--- src/rtl/assert_macros.svh ---
`ifndef ASSERT_MACROS_SVH
`define ASSERT_MACROS_SVH

// check a condition on every clock edge outside reset
`define ASSERT_ALWAYS(label, clk, rst, cond, msg) \
  label: assert property (@(posedge clk) disable iff (rst) (cond)) else $error(msg);

// check that an antecedent implies a consequent in the same cycle
`define ASSERT_IMPLY(label, clk, rst, ante, cons, msg) \
  label: assert property (@(posedge clk) disable iff (rst) (ante) |-> (cons)) else $error(msg);

`endif

--- src/rtl/tswt_pkg.sv ---
package tswt_pkg;

  localparam logic KindSleep = 1'b0;
  localparam logic KindTick  = 1'b1;

  localparam logic [1:0] EvSleepOk = 2'd0;
  localparam logic [1:0] EvFull    = 2'd1;
  localparam logic [1:0] EvWoken   = 2'd2;
  localparam logic [1:0] EvNone    = 2'd3;

  localparam int MaxOut = 16;
  localparam int OutCntW = $clog2(MaxOut + 1);

  typedef struct packed {
    logic        kind;
    logic [31:0] now_time;
    logic [7:0]  thread_number;
    logic [30:0] sleep_delay;
    logic [7:0]  thread_priority;
    logic        cpu_idle;
  } req_t;

  typedef struct packed {
    logic [1:0] event_res;
    logic [7:0] woken_thread;
    logic [7:0] woken_priority;
    logic       yield_request;
    logic       last;
  } rsp_t;

  typedef struct packed {
    logic [7:0]  thread;
    logic [7:0]  prio;
    logic [31:0] wake_time;
  } entry_t;

  typedef struct packed {
    logic       found;
    logic [7:0] prio;
  } best_t;

endpackage

--- src/rtl/tswt_cmp.sv ---
module tswt_cmp (
  input  tswt_pkg::entry_t entry,
  input  logic [31:0]      now_time,
  input  logic             taken,
  input  tswt_pkg::best_t  best,
  output logic             hit
);
  import tswt_pkg::*;

  logic due;
  logic better;

  assign due    = (entry.wake_time <= now_time) && !taken;
  assign better = !best.found || (entry.prio > best.prio);
  assign hit    = due && better;

endmodule

--- src/rtl/timed_sleep_wakeup_table.sv ---
// Sleep table with priority-ordered wakeup.
// Channels: req (req_valid/req_ready, payload req) carries one sleep request or
// one timer tick per beat; rsp (rsp_valid/rsp_ready, payload rsp) returns the
// result beats, the final one of each request marked by last.
// A sleep request stores its entry in the next free slot and presents its one
// beat from the sleep state once the output register is free (sleep accepted,
// or rejected when full).
// A tick runs up to 16 selection passes over the stored entries through one
// shared compare unit and one memory read port, then a compaction sweep that
// closes the gaps in arrival order. Results leave highest priority first,
// equal priorities in arrival order; a tick with nothing due returns one beat
// with the none-woken code.
// req_ready is high only while no item is in work; an item may be accepted
// while its predecessor's last beat still waits in the output register.
// When rsp_ready is low, the sequencer holds at the next result until the
// output register frees up; nothing is dropped.
// Reset empties the table at once (fill count to zero); no clearing pass.
`include "assert_macros.svh"

module timed_sleep_wakeup_table #(
  parameter int TABLE_DEPTH = 16
) (
  input  logic            clk,
  input  logic            rst,
  input  logic            req_valid,
  output logic            req_ready,
  input  tswt_pkg::req_t  req,
  output logic            rsp_valid,
  input  logic            rsp_ready,
  output tswt_pkg::rsp_t  rsp
);
  import tswt_pkg::*;

  localparam int IdxW = $clog2(TABLE_DEPTH);
  localparam int CntW = $clog2(TABLE_DEPTH + 1);

  localparam logic [2:0] StIdle    = 3'd0;
  localparam logic [2:0] StSleep   = 3'd1;
  localparam logic [2:0] StScan    = 3'd2;
  localparam logic [2:0] StEmit    = 3'd3;
  localparam logic [2:0] StFlush   = 3'd4;
  localparam logic [2:0] StCompact = 3'd5;

  logic [2:0]             st;
  req_t                   item;
  logic [CntW-1:0]        count;
  logic [CntW-1:0]        scan_idx;
  logic [CntW-1:0]        wr_ptr;
  logic [TABLE_DEPTH-1:0] taken;
  logic [OutCntW-1:0]     n_out;
  best_t                  best;
  logic [IdxW-1:0]        best_idx;
  logic [7:0]             best_thr;
  logic                   pend;
  logic [7:0]             pend_thr;
  logic [7:0]             pend_pri;

  entry_t                 mem [TABLE_DEPTH];
  entry_t                 rd_data;
  logic                   rd_en;
  logic                   rd_vld;
  logic [IdxW-1:0]        rd_idx;

  logic                   out_free;
  logic                   rsp_load;
  logic                   hit;
  logic [32:0]            wake_sum;
  entry_t                 new_entry;
  logic                   yld;
  logic                   full;
  logic                   sleep_beat;
  logic                   none_beat;

  assign req_ready = (st == StIdle);
  assign out_free  = !rsp_valid || rsp_ready;
  assign rd_en     = ((st == StScan) || (st == StCompact)) && (scan_idx < count);
  assign full      = (count == CntW'(TABLE_DEPTH));
  assign yld       = !item.cpu_idle;
  assign rsp_load  = out_free && ((st == StSleep) || (st == StFlush) ||
                                  ((st == StEmit) && (pend || !best.found)));

  assign wake_sum  = {1'b0, item.now_time} + {2'b00, item.sleep_delay};
  assign new_entry = '{thread:    item.thread_number,
                       prio:      item.thread_priority,
                       wake_time: wake_sum[32] ? 32'hFFFF_FFFF : wake_sum[31:0]};

  assign sleep_beat = rsp_valid && ((rsp.event_res == EvSleepOk) || (rsp.event_res == EvFull));
  assign none_beat  = rsp_valid && (rsp.event_res == EvNone);

  tswt_cmp u_cmp (
    .entry    (rd_data),
    .now_time (item.now_time),
    .taken    (taken[rd_idx]),
    .best     (best),
    .hit      (hit)
  );

  always_ff @(posedge clk) begin
    if (rd_en) begin
      rd_data <= mem[scan_idx[IdxW-1:0]];
    end
    if ((st == StSleep) && out_free && !full) begin
      mem[count[IdxW-1:0]] <= new_entry;
    end else if ((st == StCompact) && rd_vld && !taken[rd_idx]) begin
      mem[wr_ptr[IdxW-1:0]] <= rd_data;
    end
  end

  always_ff @(posedge clk) begin
    if (rst) begin
      st        <= StIdle;
      count     <= '0;
      rsp_valid <= 1'b0;
      rd_vld    <= 1'b0;
      pend      <= 1'b0;
      best      <= '0;
      n_out     <= '0;
      scan_idx  <= '0;
      wr_ptr    <= '0;
      taken     <= '0;
    end else begin
      rd_vld <= rd_en;
      rd_idx <= scan_idx[IdxW-1:0];
      if (rd_en) begin
        scan_idx <= scan_idx + 1'b1;
      end
      if (rsp_load) begin
        rsp_valid <= 1'b1;
      end else if (rsp_valid && rsp_ready) begin
        rsp_valid <= 1'b0;
      end

      unique case (st)
        StIdle: begin
          if (req_valid) begin
            item     <= req;
            scan_idx <= '0;
            best     <= '0;
            taken    <= '0;
            n_out    <= '0;
            pend     <= 1'b0;
            st       <= (req.kind == KindSleep) ? StSleep : StScan;
          end
        end
        StSleep: begin
          if (out_free) begin
            rsp <= '{event_res:      full ? EvFull : EvSleepOk,
                     woken_thread:   8'd0,
                     woken_priority: 8'd0,
                     yield_request:  1'b0,
                     last:           1'b1};
            if (!full) begin
              count <= count + 1'b1;
            end
            st <= StIdle;
          end
        end
        StScan: begin
          if (rd_vld && hit) begin
            best     <= '{found: 1'b1, prio: rd_data.prio};
            best_idx <= rd_idx;
            best_thr <= rd_data.thread;
          end
          if (!rd_en && !rd_vld) begin
            st <= StEmit;
          end
        end
        StEmit: begin
          if (out_free) begin
            if (pend || !best.found) begin
              rsp <= '{event_res:      pend ? EvWoken : EvNone,
                       woken_thread:   pend ? pend_thr : 8'd0,
                       woken_priority: pend ? pend_pri : 8'd0,
                       yield_request:  yld,
                       last:           !best.found};
            end
            if (best.found) begin
              pend            <= 1'b1;
              pend_thr        <= best_thr;
              pend_pri        <= best.prio;
              taken[best_idx] <= 1'b1;
              n_out           <= n_out + 1'b1;
              best            <= '0;
              scan_idx        <= '0;
              st <= (n_out == OutCntW'(MaxOut - 1)) ? StFlush : StScan;
            end else begin
              scan_idx <= '0;
              wr_ptr   <= '0;
              st       <= StCompact;
            end
          end
        end
        StFlush: begin
          if (out_free) begin
            rsp <= '{event_res:      EvWoken,
                     woken_thread:   pend_thr,
                     woken_priority: pend_pri,
                     yield_request:  yld,
                     last:           1'b1};
            scan_idx <= '0;
            wr_ptr   <= '0;
            st       <= StCompact;
          end
        end
        StCompact: begin
          if (rd_vld && !taken[rd_idx]) begin
            wr_ptr <= wr_ptr + 1'b1;
          end
          if (!rd_en && !rd_vld) begin
            count <= wr_ptr;
            st    <= StIdle;
          end
        end
        default: begin
          st <= StIdle;
        end
      endcase
    end
  end

  `ASSERT_ALWAYS(a_count_bound, clk, rst, count <= CntW'(TABLE_DEPTH), "fill count above depth")
  `ASSERT_ALWAYS(a_nout_bound, clk, rst, n_out <= OutCntW'(MaxOut), "too many wakeups in one tick")
  `ASSERT_IMPLY(a_sleep_last, clk, rst, sleep_beat, rsp.last && !rsp.yield_request, "sleep beat not single")
  `ASSERT_IMPLY(a_compact_order, clk, rst, st == StCompact, wr_ptr <= scan_idx, "compaction write passed read")
  `ASSERT_IMPLY(a_none_last, clk, rst, none_beat, rsp.last, "none-woken beat not final")

endmodule

--- config.mk ---
export PLATFORM = sky130hd
export DESIGN_NAME = timed_sleep_wakeup_table
export DESIGN_NICKNAME = d
export VERILOG_FILES = /design/src/rtl/tswt_pkg.sv /design/src/rtl/tswt_cmp.sv /design/src/rtl/timed_sleep_wakeup_table.sv
export VERILOG_INCLUDE_DIRS = /design/src /design/src/rtl
export SDC_FILE = /design/constraint.sdc
export NUM_CORES = 1
export LEC_CHECK = 0
export BUFFER_PORTS_ARGS = -buffer_cell sky130_fd_sc_hd__buf_2
export CAP_MARGIN = 10
export CORE_MARGIN = 5
export CORE_UTILIZATION = 60
export CTS_BUF_LIST = sky130_fd_sc_hd__clkbuf_4
export DETAILED_ROUTE_END_ITERATION = 16
export GPL_TIMING_DRIVEN = 1
export PLACE_DENSITY = 0.81
export SLEW_MARGIN = 20
export SYNTH_ARGS = -nofsm -noshare
export SYNTH_HDL_FRONTEND = slang
export SYNTH_SLANG_ARGS = --single-unit
--- constraint.sdc ---
create_clock -name clk -period 9.2 [get_ports clk]
set_input_delay 0.92 -clock clk [delete_from_list [all_inputs] [get_ports clk]]
set_output_delay 0.92 -clock clk [all_outputs]
set_load 0.02 [all_outputs]
==> flow_metrics.tcl <==
set metrics [dict create \
    synth-edff-count 948 \
    switching_share 0.2533 \
    cts_root_buffer "clkbuf_4" \
    nets 2623 \
    io_pins 107 \
    ys_warn_count 0 \
    wirelength_um 91620 \
    p_int_uw 7687 \
    ys_seq_area_frac 0.7282 \
    yosys.cell_types.count 81 \
    synthArstFlopShare 0 \
    seqPwrFrac 0.540 \
    cts_made_buffers 229 \
    syn_area_um2 40490 \
    clkTransAtPathRegs_ps 70 \
    reg2reg_from "rd_data[15]$_DFFE_PP_" \
    r2r-end "best_thr[0]$_DFFE_PP_" \
    grt_overflow_total 0 \
    die_h_um 269.8 \
    finalWeightedCongestion 0.8885 \
    whs_path_depth 1 \
    total_power_uw 10290 \
    vias 22100 \
    powerDensity_nw_per_um2 224.6 \
    rsz0062_at_grt "false" \
    fin_crit_sh 0.4935 \
    grt_pass1_vias 23080 \
    ys_seq_elements 999 \
    post_drt_wl_per_cell_um 26.12 \
    post-dp-hpwl_um 50210 \
    cap_viol_max_count 0 \
    cts_tree "done" \
    ant_nets 0 \
    syn_inst 2106 \
    cts_num_sinks 999 \
    drt_iter0_markers 2556 \
    p_clk_frac 0.333 \
    switchingPower_uw 2607 \
    cp.arrival_ps 5170 \
    hold_viol_final 0 \
    worst_pin_slew_ps 1102 \
    rrSetupSlack_ps 4660 \
    grtUsageTotal 0.2531 \
    syn-num-nets 2273 \
    hold_start "req[11]" \
    reg2reg_depth 8 \
    synth_flop_cell "edfxtp_1" \
    core_um2 67040 \
    finalClockSkew_ps 58.71 \
    setup_tns_ps 0 \
    outcome "completed" \
    end_kind "register" \
    irDropWorstVdd_mv 0.1248 \
    cts_resized 0 \
    pwr-share-comb 0.127 \
    port_buffers 106 \
    fp.dieW_um 269.8 \
    leakagePower_uw 0.01502 \
    critical_path_class "reg -> reg" \
    synth_area_per_cell_um2 19.23 \
    insertion_delay_ps 1060 \
    hold_class "in -> reg" \
    hold_end "item[11]$_DFFE_PP_" \
    rows 95 \
    path_max_fanout 12 \
    syn_to_final_growth_pct 13.16 \
    htreeDepth 4 \
    grt_antenna_before_repair 1 \
    first_pass_iters 6 \
    dieArea_um2 72780 \
    grt_max_degree 140 \
    relSlewSlack 0.2653 \
    start_kind "register" \
    setup_violations 0 \
    drc 0 \
    clock_path_buffers 3 \
    via_per_inst 6.301 \
    drv_slew 0 \
    timing.fmax_ghz 0.2203 \
    cp.required_ps 9830 \
    final.min_clock_period_ps 4540 \
    drive_gt1_frac 0.3109 \
    grt_pass1_wl_um 138500 \
    start_util 0.6040 \
]
cell type report:
type	instances	area (um^2)
flip-flops and latches	999	29500
fillers	4150	21220
multi-input cells	951	10530
clock buffers	339	2545
repair buffers	212	1544
well taps	873	1092
clock inverters	70	375.4
inverters	63	239.0
diodes	1	2.502
cells in the final DEF (no fill, tap or decap), types with 7 or more instances in the layout:
cell | netlist | routed
o211ai_1 | 7 | 7
clkinv_2 | 0 | 9
clkbuf_4 | 0 | 339
nor2_4 | 0 | 17
a211oi_1 | 11 | 11
nand2b_1 | 12 | 12
nor2b_1 | 14 | 14
xnor2_1 | 13 | 13
a21o_1 | 29 | 29
mux2i_1 | 7 | 7
ha_1 | 81 | 81
a21oi_1 | 81 | 81
buf_2 | 19 | 107
a31oi_1 | 13 | 12
buf_4 | 0 | 25
xor2_1 | 18 | 18
o21a_1 | 9 | 9
mux4_2 | 244 | 244
nand2_1 | 54 | 54
edfxtp_1 | 948 | 948
nand3_1 | 18 | 18
mux2_2 | 12 | 12
and2_1 | 21 | 21
nand4_1 | 28 | 28
inv_1 | 62 | 62
nor3_1 | 13 | 11
o21ai_0 | 42 | 42
nor2_1 | 116 | 99
dfxtp_1 | 51 | 47
dlygate4sd3_1 | 0 | 78
clkinv_1 | 0 | 48
a21oi_2 | 20 | 20
synth_stat cells, drive strengths merged (5+ instances only):
cell type	n	area, um^2
a211oi	12	95.09
a21o	29	217.7
a21oi	101	580.6
a31oi	14	93.84
and2	21	131.4
buf	30	151.4
clkbuf	63	237.7
dfxtp	51	1021
edfxtp	948	28470
ha	81	1013
inv	63	239.0
mux2	17	191.4
mux2i	7	70.07
mux4	244	5495
nand2	55	214.0
nand2b	12	75.07
nand3	18	90.09
nand4	28	175.2
nor2	116	435.4
nor2b	14	87.58
nor3	14	75.07
nor3b	6	50.05
o211ai	7	52.55
o21a	9	67.56
o21ai	49	260.3
o22ai	5	37.53
o32a	6	60.06
or2	5	31.28
xnor2	13	113.9
xor2	18	157.7
worst max-delay path, cell delays in order, from the launching register on:
cell and delay (ps):
edfxtp_1 490, ha_1 360, nand4_1 170, nor4_1 770, nand2_1 190, a22oi_1 690
and2_1 460, nand2_1 150, nor2_1 830
sequential cells by signal, indices dropped and copies added, names as in the netlist, 9 cells and up:
name	cells
mem	768
item	80
rd_data	48
rsp	20
taken	16
best	9
power by group through the flow:
stage | registers [uW] | clock network (uW) | logic, uW
2_1_floorplan | 5630 | 0 | 874
5_1_grt | 5570 | 3770 | 1420
6_report | 5560 | 3430 | 1310
3_5_place_dp | 5660 | 0 | 1270
4_1_cts | 5560 | 3490 | 1310
3_3_place_gp | 5640 | 0 | 1210
metal layers:
metal  GRT usage  vias up  wire length [um]
li1            -     9453                 -
met1      0.3240    11260             32700
met2      0.4344     1204             48270
met3     0.05348      182              7873
met4     0.09348        0              2778
met5           0        -                 0
how the worst max path moves through the flow:
stage,slack [ps],cells after the start,end,start
final,4660,8,best_thr[0]$_DFFE_PP_,rd_data[15]$_DFFE_PP_
after global routing,4650,8,best_thr[0]$_DFFE_PP_,rd_data[15]$_DFFE_PP_
after CTS,4790,8,best_thr[7]$_DFFE_PP_,rd_data[15]$_DFFE_PP_
after detailed placement,4830,8,best_thr[0]$_DFFE_PP_,rd_data[15]$_DFFE_PP_
after global placement,4660,9,best_thr[7]$_DFFE_PP_,rd_data[9]$_DFFE_PP_
after floorplan,3990,4,item[0]$_DFFE_PP_,st[1]$_SDFFE_PP0P_
metrics by stage:
stage / cell area, um^2 / setup WS [ps] / utilization / std cells / hold WS (ps)
floorplan: 40490 / 3989 / - / 2106 / 400.3
global placement: 42100 / 4658 / 0.6280 / 3019 / 408.8
detailed placement: 42110 / 4831 / 0.6281 / 3020 / 404.5
CTS: 45810 / 4787 / 0.6834 / 3507 / 17.50
global route: 45820 / 4648 / 0.6835 / 3508 / 35.39
finish: 45820 / 4660 / 0.6835 / 3508 / 147.4
kinds of logic (layout without fill, tap and decap cells):
kind of cell | Yosys count | count (layout) | synth area share
and+or+nand+nor | 304 | 304 | 0.03671
buffers and inverters | 156 | 684 | 0.01551
other | 0 | 1 | 0
adders and majority gates | 82 | 82 | 0.02552
xor gates and xnor gates | 31 | 31 | 0.006705
muxes | 268 | 268 | 0.1422
AOI/OAI and AO/OA | 266 | 266 | 0.04517
DFF | 999 | 999 | 0.7282
timing repair:
| item | in CTS | in global routing |
|---|---|---|
| buffers inserted | 0 | 0 |
| hold buffers | 78 | 0 |
| hold endpoints to repair | 78 | 0 |
Power figures use the tool's default switching activity.
